[config.mk]
export PLATFORM = sky130hd
export DESIGN_NAME = optimal_page_replacement
export DESIGN_NICKNAME = d
export VERILOG_FILES = /design/src/rtl/opr_pkg.sv /design/src/rtl/optimal_page_replacement.sv /design/src/rtl/opr_ram.sv /design/src/rtl/opr_front.sv /design/src/rtl/opr_back.sv
export SDC_FILE = /design/constraint.sdc
export NUM_CORES = 2
export LEC_CHECK = 0
export BUFFER_PORTS_ARGS = -buffer_cell sky130_fd_sc_hd__clkbuf_2
export CORE_ASPECT_RATIO = 1.25
export CORE_UTILIZATION = 30
export CTS_CLUSTER_DIAMETER = 50
export CTS_CLUSTER_SIZE = 12
export DETAILED_ROUTE_END_ITERATION = 7
export PLACE_DENSITY = 0.55
export SETUP_SLACK_MARGIN = 0.3
export SYNTH_ARGS = -nofsm -noshare
export SYNTH_HDL_FRONTEND = slang
export SYNTH_SLANG_ARGS = --single-unit
[constraint.sdc]
create_clock -name i_clk -period 6.45 [get_ports i_clk]
set_input_delay 0.3225 -clock i_clk [delete_from_list [all_inputs] [get_ports i_clk]]
set_output_delay 0.3225 -clock i_clk [all_outputs]
set_load 0.02 [all_outputs]
[src/rtl/opr_pkg.sv]
// ----------------------------------------------------------------------------
// opr_pkg: shared types and constants for the optimal page replacement block
// Replay sequencer states and the load-to-replay command record.
// ----------------------------------------------------------------------------
package opr_pkg;

    localparam int unsigned PageW = 16;
    localparam int unsigned CntW  = 7;
    localparam int unsigned SlotW = 2;

    typedef enum logic [2:0] {
        ST_IDLE,
        ST_FETCH,
        ST_HITCHK,
        ST_SCAN,
        ST_EMIT
    } t_rp_state;

    typedef struct packed {
        logic [CntW-1:0] len;
    } t_run_cmd;

endpackage

[src/rtl/optimal_page_replacement.sv]
// A run of N references starts replay once the last one transfers; a hit
// needs no scan, while a miss is resolved by the one-entry-per-cycle forward
// scan of the reference store's read port over the rest of the run.
// Loading takes one reference per cycle; loading stalls while a run replays.
// Reset (synchronous, active low) empties the frames and clears the load, fault and hit counts.
// ----------------------------------------------------------------------------
// optimal_page_replacement: Belady optimal page replacement
// Front loads the reference string into RAM, back replays it and reports.
// ----------------------------------------------------------------------------
module optimal_page_replacement #(
    parameter int unsigned NUM_FRAMES = 3,
    parameter int unsigned MAX_REFS   = 64
) (
    input  logic                      i_clk,
    input  logic                      i_rst_n,
    input  logic                      i_valid,
    output logic                      o_stall,
    input  logic [opr_pkg::PageW-1:0] i_page_number,
    input  logic                      i_last_ref,
    output logic                      o_valid,
    input  logic                      i_stall,
    output logic                      o_was_hit,
    output logic [opr_pkg::SlotW-1:0] o_frame_slot,
    output logic [opr_pkg::PageW-1:0] o_ref_page,
    output logic                      o_evicted_valid,
    output logic [opr_pkg::PageW-1:0] o_evicted_page,
    output logic [opr_pkg::CntW-1:0]  o_fault_total,
    output logic [opr_pkg::CntW-1:0]  o_hit_total,
    output logic                      o_last_of_run
);
    import opr_pkg::*;

    localparam int unsigned AW = $clog2(MAX_REFS);

    logic             we;
    logic [AW-1:0]    waddr, raddr;
    logic [PageW-1:0] wdata, rdata;
    logic             cmd_valid, cmd_take;
    t_run_cmd         cmd;

    opr_front #(.MaxRefs(MAX_REFS)) u_front (
        .i_clk, .i_rst_n, .i_valid, .o_stall, .i_page_number, .i_last_ref,
        .o_we(we), .o_waddr(waddr), .o_wdata(wdata),
        .o_cmd_valid(cmd_valid), .o_cmd(cmd), .i_cmd_take(cmd_take)
    );

    // reference store
    opr_ram #(.Width(PageW), .Depth(MAX_REFS)) u_store (
        .i_clk, .i_we(we), .i_waddr(waddr), .i_wdata(wdata),
        .i_raddr(raddr), .o_rdata(rdata)
    );

    // the run command stays posted until the last result is issued
    opr_back #(.NumFrames(NUM_FRAMES), .MaxRefs(MAX_REFS)) u_back (
        .i_clk, .i_rst_n, .i_cmd_valid(cmd_valid), .i_cmd(cmd),
        .o_cmd_take(cmd_take), .o_raddr(raddr), .i_rdata(rdata),
        .o_valid, .i_stall, .o_was_hit, .o_frame_slot, .o_ref_page,
        .o_evicted_valid, .o_evicted_page, .o_fault_total, .o_hit_total,
        .o_last_of_run
    );

`ifndef SYNTHESIS
    // hit and eviction are exclusive on every result
    a_hit_no_evict: assert property (@(posedge i_clk) disable iff (!i_rst_n)
        o_valid && o_was_hit |-> !o_evicted_valid)
        else $error("hit reported with eviction");
    // loading never overlaps a pending run command
    a_no_load_during_cmd: assert property (@(posedge i_clk) disable iff (!i_rst_n)
        cmd_valid |-> o_stall)
        else $error("load accepted while run pending");
    // store is never written while the replay reads it
    a_no_write_in_run: assert property (@(posedge i_clk) disable iff (!i_rst_n)
        cmd_valid |-> !we)
        else $error("store written during run");
`endif
endmodule

[src/rtl/opr_ram.sv]
// ----------------------------------------------------------------------------
// opr_ram: generic single-write, single-read RAM
// Synchronous write, registered read.
// ----------------------------------------------------------------------------
module opr_ram #(
    parameter int unsigned Width = 16,
    parameter int unsigned Depth = 64
) (
    input  logic                     i_clk,
    input  logic                     i_we,
    input  logic [$clog2(Depth)-1:0] i_waddr,
    input  logic [Width-1:0]         i_wdata,
    input  logic [$clog2(Depth)-1:0] i_raddr,
    output logic [Width-1:0]         o_rdata
);
    logic [Width-1:0] r_mem [Depth];
    logic [Width-1:0] r_rdata;

    always_ff @(posedge i_clk) begin
        if (i_we) begin
            r_mem[i_waddr] <= i_wdata;
        end
        r_rdata <= r_mem[i_raddr];
    end

    assign o_rdata = r_rdata;
endmodule

[src/rtl/opr_front.sv]
// ----------------------------------------------------------------------------
// opr_front: reference loader
// Writes page numbers into the store, counts them and posts a run command
// when the string ends (last flag or store full).
// ----------------------------------------------------------------------------
module opr_front #(
    parameter int unsigned MaxRefs = 64
) (
    input  logic                       i_clk,
    input  logic                       i_rst_n,
    input  logic                       i_valid,
    output logic                       o_stall,
    input  logic [opr_pkg::PageW-1:0]  i_page_number,
    input  logic                       i_last_ref,
    output logic                       o_we,
    output logic [$clog2(MaxRefs)-1:0] o_waddr,
    output logic [opr_pkg::PageW-1:0]  o_wdata,
    output logic                       o_cmd_valid,
    output opr_pkg::t_run_cmd          o_cmd,
    input  logic                       i_cmd_take
);
    import opr_pkg::*;

    localparam int unsigned AW = $clog2(MaxRefs);

    logic [CntW-1:0] r_count, n_count;
    logic            r_cmd_valid, n_cmd_valid;
    logic [CntW-1:0] r_cmd_len, n_cmd_len;
    logic            acc;
    logic [CntW-1:0] cnt_inc;

    // one-entry command queue; loading waits while a run is pending
    assign o_stall = r_cmd_valid;
    assign acc     = i_valid && !r_cmd_valid;
    assign cnt_inc = r_count + CntW'(1);

    always_comb begin
        n_count     = r_count;
        n_cmd_valid = r_cmd_valid;
        n_cmd_len   = r_cmd_len;
        if (i_cmd_take) begin
            n_cmd_valid = 1'b0;
        end
        if (acc) begin
            if (i_last_ref || cnt_inc == CntW'(MaxRefs)) begin
                n_cmd_valid = 1'b1;
                n_cmd_len   = cnt_inc;
                n_count     = '0;
            end else begin
                n_count = cnt_inc;
            end
        end
    end

    always_ff @(posedge i_clk) begin
        if (!i_rst_n) begin
            r_count     <= '0;
            r_cmd_valid <= 1'b0;
        end else begin
            r_count     <= n_count;
            r_cmd_valid <= n_cmd_valid;
        end
        r_cmd_len <= n_cmd_len;
    end

    assign o_we        = acc;
    assign o_waddr     = r_count[AW-1:0];
    assign o_wdata     = i_page_number;
    assign o_cmd_valid = r_cmd_valid;
    assign o_cmd.len   = r_cmd_len;
endmodule

[src/rtl/opr_back.sv]
// ----------------------------------------------------------------------------
// opr_back: replay sequencer
// Replays the stored string through the frames; on a miss it scans the rest
// of the string once, tracking the next use of every frame in parallel.
// ----------------------------------------------------------------------------
module opr_back #(
    parameter int unsigned NumFrames = 3,
    parameter int unsigned MaxRefs   = 64
) (
    input  logic                       i_clk,
    input  logic                       i_rst_n,
    input  logic                       i_cmd_valid,
    input  opr_pkg::t_run_cmd          i_cmd,
    output logic                       o_cmd_take,
    output logic [$clog2(MaxRefs)-1:0] o_raddr,
    input  logic [opr_pkg::PageW-1:0]  i_rdata,
    output logic                       o_valid,
    input  logic                       i_stall,
    output logic                       o_was_hit,
    output logic [opr_pkg::SlotW-1:0]  o_frame_slot,
    output logic [opr_pkg::PageW-1:0]  o_ref_page,
    output logic                       o_evicted_valid,
    output logic [opr_pkg::PageW-1:0]  o_evicted_page,
    output logic [opr_pkg::CntW-1:0]   o_fault_total,
    output logic [opr_pkg::CntW-1:0]   o_hit_total,
    output logic                       o_last_of_run
);
    import opr_pkg::*;

    localparam int unsigned AW = $clog2(MaxRefs);
    localparam int unsigned FW = (NumFrames > 1) ? $clog2(NumFrames) : 1;

    t_rp_state r_state, n_state;

    logic [PageW-1:0] r_fpage [NumFrames];
    logic [NumFrames-1:0] r_fvalid, n_fvalid;
    logic [NumFrames-1:0] r_found, n_found;
    logic [CntW-1:0]  r_dist [NumFrames];
    logic [CntW-1:0]  r_len, n_len;
    logic [CntW-1:0]  r_pos, n_pos;
    logic [CntW-1:0]  r_scan, n_scan;
    logic [CntW-1:0]  r_faults, n_faults;
    logic [CntW-1:0]  r_hits, n_hits;
    logic [PageW-1:0] r_cur, n_cur;
    logic             r_shit, n_shit;
    logic [SlotW-1:0] r_sslot, n_sslot;
    logic             r_sev, n_sev;
    logic [PageW-1:0] r_sevp, n_sevp;
    logic             r_ov, n_ov;
    logic             r_ohit, n_ohit;
    logic [SlotW-1:0] r_oslot, n_oslot;
    logic [PageW-1:0] r_opage, n_opage;
    logic             r_oev, n_oev;
    logic [PageW-1:0] r_oevp, n_oevp;
    logic [CntW-1:0]  r_ofl, n_ofl;
    logic [CntW-1:0]  r_oht, n_oht;
    logic             r_olast, n_olast;

    logic             hit_any;
    logic [FW-1:0]    hit_idx;
    logic [FW-1:0]    vic;
    logic             vic_free;
    logic [CntW-1:0]  best;
    logic             upd_frame;
    logic [FW-1:0]    upd_idx;
    logic             scan_cyc;
    logic             dist_clr;

    // hit lookup against the fetched page
    always_comb begin
        hit_any = 1'b0;
        hit_idx = '0;
        for (int f = NumFrames - 1; f >= 0; f--) begin
            if (r_fvalid[f] && r_fpage[f] == i_rdata) begin
                hit_any = 1'b1;
                hit_idx = FW'(f);
            end
        end
    end

    // victim choice after the scan: first empty/unused frame, else farthest
    always_comb begin
        vic      = '0;
        vic_free = 1'b0;
        best     = '0;
        for (int f = NumFrames - 1; f >= 0; f--) begin
            if (!r_fvalid[f] || !r_found[f]) begin
                vic      = FW'(f);
                vic_free = 1'b1;
            end
        end
        if (!vic_free) begin
            for (int f = 0; f < NumFrames; f++) begin
                if (r_dist[f] > best) begin
                    best = r_dist[f];
                    vic  = FW'(f);
                end
            end
        end
    end

    assign o_raddr = (r_state == ST_SCAN) ? r_scan[AW-1:0] : r_pos[AW-1:0];

    always_comb begin
        n_state    = r_state;
        n_fvalid   = r_fvalid;
        n_found    = r_found;
        n_len      = r_len;
        n_pos      = r_pos;
        n_scan     = r_scan;
        n_faults   = r_faults;
        n_hits     = r_hits;
        n_cur      = r_cur;
        n_shit     = r_shit;
        n_sslot    = r_sslot;
        n_sev      = r_sev;
        n_sevp     = r_sevp;
        n_ov       = r_ov;
        n_ohit     = r_ohit;
        n_oslot    = r_oslot;
        n_opage    = r_opage;
        n_oev      = r_oev;
        n_oevp     = r_oevp;
        n_ofl      = r_ofl;
        n_oht      = r_oht;
        n_olast    = r_olast;
        o_cmd_take = 1'b0;
        upd_frame  = 1'b0;
        upd_idx    = '0;
        scan_cyc   = 1'b0;
        dist_clr   = 1'b0;

        if (r_ov && !i_stall) begin
            n_ov = 1'b0;
        end

        unique case (r_state)
            ST_IDLE: begin
                // command stays posted until the run is done, holding off loads
                if (i_cmd_valid) begin
                    n_len      = i_cmd.len;
                    n_pos      = '0;
                    n_fvalid   = '0;
                    n_faults   = '0;
                    n_hits     = '0;
                    n_state    = ST_FETCH;
                end
            end
            ST_FETCH: begin
                n_state = ST_HITCHK;
            end
            ST_HITCHK: begin
                n_cur = i_rdata;
                if (hit_any) begin
                    n_shit  = 1'b1;
                    n_sslot = SlotW'(hit_idx);
                    n_sev   = 1'b0;
                    n_sevp  = '0;
                    n_hits  = r_hits + CntW'(1);
                    n_state = ST_EMIT;
                end else begin
                    n_found  = '0;
                    dist_clr = 1'b1;
                    n_scan   = r_pos + CntW'(1);
                    n_state  = ST_SCAN;
                end
            end
            ST_SCAN: begin
                // one store entry per cycle; read data belongs to the previous scan address
                scan_cyc = (r_scan > r_pos + CntW'(1));
                if (r_scan > r_len) begin
                    n_shit    = 1'b0;
                    n_sslot   = SlotW'(vic);
                    n_sev     = r_fvalid[vic];
                    n_sevp    = r_fvalid[vic] ? r_fpage[vic] : '0;
                    n_faults  = r_faults + CntW'(1);
                    upd_frame = 1'b1;
                    upd_idx   = vic;
                    n_fvalid[vic] = 1'b1;
                    n_state   = ST_EMIT;
                end else begin
                    n_scan = r_scan + CntW'(1);
                end
            end
            ST_EMIT: begin
                if (!r_ov || !i_stall) begin
                    n_ov    = 1'b1;
                    n_ohit  = r_shit;
                    n_oslot = r_sslot;
                    n_oev   = r_sev;
                    n_oevp  = r_sevp;
                    n_opage = r_cur;
                    n_ofl   = r_faults;
                    n_oht   = r_hits;
                    n_olast = (r_pos + CntW'(1) == r_len);
                    n_pos   = r_pos + CntW'(1);
                    o_cmd_take = (r_pos + CntW'(1) == r_len);
                    n_state = (r_pos + CntW'(1) == r_len) ? ST_IDLE : ST_FETCH;
                end
            end
            default: n_state = ST_IDLE;
        endcase

        if (scan_cyc) begin
            for (int f = 0; f < NumFrames; f++) begin
                if (!r_found[f] && r_fpage[f] == i_rdata) begin
                    n_found[f] = 1'b1;
                end
            end
        end
    end

    always_ff @(posedge i_clk) begin
        if (!i_rst_n) begin
            r_state  <= ST_IDLE;
            r_fvalid <= '0;
            r_ov     <= 1'b0;
            r_faults <= '0;
            r_hits   <= '0;
        end else begin
            r_state  <= n_state;
            r_fvalid <= n_fvalid;
            r_ov     <= n_ov;
            r_faults <= n_faults;
            r_hits   <= n_hits;
        end
        r_found <= n_found;
        r_len   <= n_len;
        r_pos   <= n_pos;
        r_scan  <= n_scan;
        r_cur   <= n_cur;
        r_shit  <= n_shit;
        r_sslot <= n_sslot;
        r_sev   <= n_sev;
        r_sevp  <= n_sevp;
        r_ohit  <= n_ohit;
        r_oslot <= n_oslot;
        r_opage <= n_opage;
        r_oev   <= n_oev;
        r_oevp  <= n_oevp;
        r_ofl   <= n_ofl;
        r_oht   <= n_oht;
        r_olast <= n_olast;
        for (int f = 0; f < NumFrames; f++) begin
            if (upd_frame && upd_idx == FW'(f)) begin
                r_fpage[f] <= r_cur;
            end
            if (dist_clr) begin
                r_dist[f] <= '0;
            end else if (scan_cyc && !r_found[f] && r_fpage[f] == i_rdata) begin
                // position of this entry is r_scan - 1
                r_dist[f] <= r_scan - CntW'(1);
            end
        end
    end

    assign o_valid         = r_ov;
    assign o_was_hit       = r_ohit;
    assign o_frame_slot    = r_oslot;
    assign o_ref_page      = r_opage;
    assign o_evicted_valid = r_oev;
    assign o_evicted_page  = r_oevp;
    assign o_fault_total   = r_ofl;
    assign o_hit_total     = r_oht;
    assign o_last_of_run   = r_olast;
endmodule
# [Yosys cells after proc, flatten, opt, wreduce, memory -nomap -nowiden]
# Memories as Yosys holds them, arrays and structs flattened. A register that Yosys moved wholly into a read port is not among the register bits.
# Cells that the tools add are included.
[totals] ff_bits=147 ramBits=1093 output_inout_bits=53 elab_cells=218 mem_count=3
[memory_table] name="u_store.r_mem" depth=64 word_bits=16 read_ports=1 rd_clocked_by_memory_dff=1 wr=1 line_no="opr_ram.sv:16" source="logic [Width-1:0] r_mem [Depth];"
[memory_table] name="u_back.r_fpage" depth=3 word_bits=16 read_ports=4 rd_clocked_by_memory_dff=0 wr=1 line_no="opr_back.sv:35" source="logic [PageW-1:0] r_fpage [NumFrames];"
[memory_table] name="u_back.r_dist" depth=3 word_bits=7 read_ports=3 rd_clocked_by_memory_dff=0 wr=3 line_no="opr_back.sv:38" source="logic [CntW-1:0] r_dist [NumFrames];"
[classes] addsub=6 n_lt_le_gt_ge=7 n_eq_ne=17 mux=107 bitwise_logic=4 reduce_logical=49
[op_table] cell="two-way mux 7 bit" n=14
[op_table] cell="two-way mux 16 bit" n=5
[op_table] cell="case mux 7 bit (2 select lines)" n=4
[op_table] cell="two-way mux 1 bit" n=50
[op_table] cell="equality test 16 bit" n=3
[op_table] cell="adder 7 x 1 -> 7 bit, second input constant" n=5
[op_table] cell="two-way mux 2 bit" n=16
[op_table] cell="case mux 16 bit (2 select lines)" n=1
[op_table] cell="OR reduction 16 bit" n=2
[op_table] cell="greater-than comparator 7 bit" n=4
[op_table] cell="two-way mux 3 bit" n=9
[op_table] cell="logical AND 1 bit" n=18
[op_table] cell="AND reduction 3 bit" n=6
[op_table] cell="case mux 3 bit (5 select lines)" n=1
[op_table] cell="zero test 1 bit" n=9
[op_table] cell="!= test 2 bit, second input constant" n=4
[op_table] cell="nonzero test 2 bit" n=4
[op_table] cell="equality test 7 bit" n=1
[op_table] cell="equality test 7 bit, second input constant" n=1
[op_table] cell="greater-than comparator 7 x 1 -> 1 bit, second input constant" n=1
[op_table] cell="subtractor 7 x 1 -> 7 bit, second input constant" n=1
[op_table] cell="equality test 3 x 2 -> 1 bit, second input constant" n=2
[op_table] cell="two-way mux 6 bit" n=1
[op_table] cell="case mux 3 bit (2 select lines)" n=1
[op_table] cell="other kinds (17)" n=27

# [Depth between registers and ports, before layout]
[depth] ltp_word=21 mapped_depth=17 depth_no_buf=15

# [By module]
# From an unflattened synthesis, not the netlist that was laid out.
[unflattened] hier_cells=2594 hier_area_um2=49703.9
[by_module_without_submodules] module="opr_ram" n_inst=1 cells_each=1829 area_per_inst_um2=40042.2 seq_area_each_um2=31069.8
[by_module_without_submodules] module="opr_back" n_inst=1 cells_each=673 area_per_inst_um2=8753.4 seq_area_each_um2=5795.6
[by_module_without_submodules] module="opr_front" n_inst=1 cells_each=92 area_per_inst_um2=908.4 seq_area_each_um2=370.4

# [Worst setup path before layout]
# OpenSTA, ideal clock, no wires.
[synth_timing] path_kind="register -> register" start="memory u_back.r_dist[1][1]" end="memory u_back.r_fpage[1][0] (enable)" setup_time_ns=0.388 arrival_ns=4.334 setup_slack_ns=1.728 stages_incl_launch_ff=17 period_less_slack_ns=4.722 path_cell_list="edfxtp_1 ha_1 nor2b_1 o211ai_1 a21oi_1 o22a_1 clkbuf_1 mux2i_1 ha_1 nor2b_1 o21ai_0 a21oi_1 o31a_1 a311oi_1 clkbuf_1 inv_1 nor2_1"
[synth_rtl] item="start, declared" line_no="opr_back.sv:38"
[synth_rtl] item="end, declared" line_no="opr_back.sv:35"

==> flow_summary.toml <==
[outcome]
status = "completed"

[detailed_routing]
drt_pass1_iterations = 6
wl_per_cell_um = 24.2
drt-initial-drc-count = 2802
routed_wl_mm = 142
avgViaCountPerCell = 5.09
dr_total_vias = 29800
ant_nets = 0
drc = 0

[power_and_ir_drop]
power_frac_seq = 0.513
peakVddDrop_mv = 0.246
p_total_mw = 17.7
p_per_area_nw_per_um2 = 308
intPower_mw = 13.7
switching_share = 0.228
switchingPower_mw = 4.05
pwr-share-clk = 0.433
combPwrFrac = 0.054
p_leak_nw = 19.2

[synth]
synth_area_um2 = 49800
yosysMostFrequentCell = "edfxtp_1"
synth_edf_count = 1208
synthesis.area_per_instance_um2 = 14.5
async_flop_share = 0
syn_inst = 3432
synthTopCellsByArea = "edfxtp_1 (73%), nand2_1 (5.0%), nand3_1 (2.9%), mux2i_1 (2.7%), dfxtp_1 (1.9%)"
synth-seq-area-share = 0.748
synth-seq-cells = 1256
synth.top_cells.by_count = "edfxtp_1 (1,208), nand2_1 (664), nand3_1 (291)"
syn_nets = 3487
yosysWarnings = 0
ys_types = 66
synthDominantCellAreaShare = 0.729
synth_flop_cell = "edfxtp_1"
yosysTopAreaCell = "edfxtp_1"

[timing]
fin_skew_ps = 32.1
maxSlewViolCount = 0
finalSetupViolations = 0
worstMarginPinSlew_ps = 1350
finalHoldViolations = 0
slew_headroom = 0.102
period_share = 0.657
rsz0062_at_grt = "no"
fmax_ghz = 0.236
final.setup.tns_ps = 0
period_needed_ps = 4240

[clocking]
cts_tree = "built"
cts_buffers = 137
cts_sinks = 1256
root_buffer = "clkbuf_16"
htreeDepth = 4
clk_latency_ps = 790
cts.clk_slew.worst_paths_ps = 60
clock_path_buffers = 3

[cells_and_area]
drive_gt1_frac = 0.123
ff_latch_area_um2 = 37200
final_util = 0.351
nets = 3635
syn2layout_area_growth_pct = 15.7
finalNonFillerCells = 5858
nFillCells = 15600
multiInputGateArea_um2 = 11600

[global_routing]
antenna_found_initial = 3
grt-ovfl-total = 0
grt.total_usage = 0.166
grt_start_max_net_pins = 161
grt_pass1_vias = 29100
grt_pass1_wl_mm = 204

[placement]
dp_hpwl_mm = 85.3
gp_congestion = 0.852
port_buffers = 73
place_inst = 5622

[critical_path]
crit_start = "u_back.r_dist[1][1]$_SDFFCE_PN0P_"
worstPathMaxFanout = 22
cp-start-kind = "flip-flop"
r2r-start = "u_back.r_dist[1][1]$_SDFFCE_PN0P_"
worstSetupPathType = "reg2reg"
cp-end-kind = "flip-flop"
required_ps = 6960
cp.arrival_ps = 4740

[floorplanning]
core_um2 = 164000
dieArea_um2 = 168000
die_x_um = 366
rows = 166
initial_utilization = 0.303
pin_count = 74
die_h_um = 457

[job]
drv_cap = 0

[worst_hold_path]
min_from = "i_last_ref"
worstHoldPathType = "in2reg"
## critical path, cell delays in order (launching register included)
cell,delay (ps)
edfxtp_1,390
ha_1,310
nor2b_1,130
o211ai_1,90
a21oi_1,210
o22a_1,410
mux2i_1,250
ha_1,260
nor2b_1,130
o21ai_0,130
a21oi_1,110
o31ai_2,210
buf_4,310
nand2_1,540
a22oi_1,360
a21oi_1,110
## stage by stage
step	cell area (µm²)	hold slack [ps]	setup slack, ps
3_3_place_gp	53200	403	2270
3_5_place_dp	53200	405	2220
6_report	57600	87.9	2210
5_1_grt	57600	107	1730
2_1_floorplan	49800	400	1730
4_1_cts	57600	32.6	2170
## layout by cell type (no fill, tap or decap), drive strengths merged, types with 16 or more instances in the layout
master,count
a221oi,33
a21oi,41
dfxtp,48
a31oi,81
a22oi,17
clkbuf,259
or3,20
mux4,33
nor2,139
xnor2,70
mux2i,135
clkinv,24
o21ai,31
a211oi,64
a311oi,33
buf,122
ha,34
a222oi,16
a32oi,16
inv,76
nand2,664
nand4,76
edfxtp,1208
nand3,291
## state kept, by name, summed over array words and instances, names as in the netlist, 3 cells and up
register               flops
u_back.o_evicted_page     16
u_back.o_fault_total       7
u_back.o_hit_total         7
u_back.o_ref_page         16
u_back.r_cur              16
u_back.r_dist             21
u_back.r_faults            7
u_back.r_found             3
u_back.r_fpage            48
u_back.r_fvalid            3
u_back.r_hits              7
u_back.r_len               7
u_back.r_pos               7
u_back.r_scan              7
u_back.r_sevp             16
u_back.r_state             3
u_front.o_cmd              7
u_front.r_count            7
u_store.o_rdata           16
u_store.r_mem           1024
## final timing paths
kind | endpoint | slack [ps] | cells after the start
worst max-delay path | u_back.r_sevp[14]$_SDFFCE_PN0P_ | 2210 | 15
worst min-delay path | u_front.r_count[5]$_SDFFE_PN0P_ | 90 | 4
worst max register to register | u_back.r_sevp[14]$_SDFFCE_PN0P_ | 2210 | 15
worst min register to register | u_back.o_evicted_page[2]$_DFFE_PP_ | 410 | 0
## routing by layer
metal  up-vias  routed length [µm]  GRT usage
li1      13300                   -          -
met1     15200               57300      0.209
met2      1074               71200      0.288
met3       207                8530     0.0258
met4         2                4480     0.0608
met5         -                  15          0
## layout make-up
type / count / area share
sequential: 1256 / 0.647
multi-input combinational: 1920 / 0.202
clock buffer: 186 / 0.0655
tap: 2184 / 0.0474
timing repair buffer: 198 / 0.0239
clock inverter: 45 / 0.0102
inverter: 67 / 0.00450
antenna: 2 / 0.0000869
## cells by family after synthesis
group / after synthesis / share of synthesized area
XOR/XNOR: 83 / 0.0146
adder cells (fa/ha/maj): 34 / 0.00855
AND/OR/NAND/NOR: 1250 / 0.110
AO/OA/AOI/OAI: 381 / 0.0549
buffers and inverters: 256 / 0.0205
flip-flops: 1256 / 0.748
multiplexers: 172 / 0.0432
## what timing repair did
action / CTS / global route
endpoints found under the hold margin: 4 / 0
gates resized for setup: 0 / 0
hold buffers: 3 / 0
setup buffers: 0 / 0
## power by group through the flow
stage / Clock [mW] / Sequential (mW) / Combinational, mW
5_1_grt: 8.10 / 9.11 / 1.03
3_5_place_dp: 0 / 9.28 / 0.970
2_1_floorplan: 0 / 9.21 / 0.527
3_3_place_gp: 0 / 9.27 / 0.966
4_1_cts: 7.79 / 9.10 / 0.973
6_report: 7.67 / 9.11 / 0.961
(Power assumes the default switching activity.)
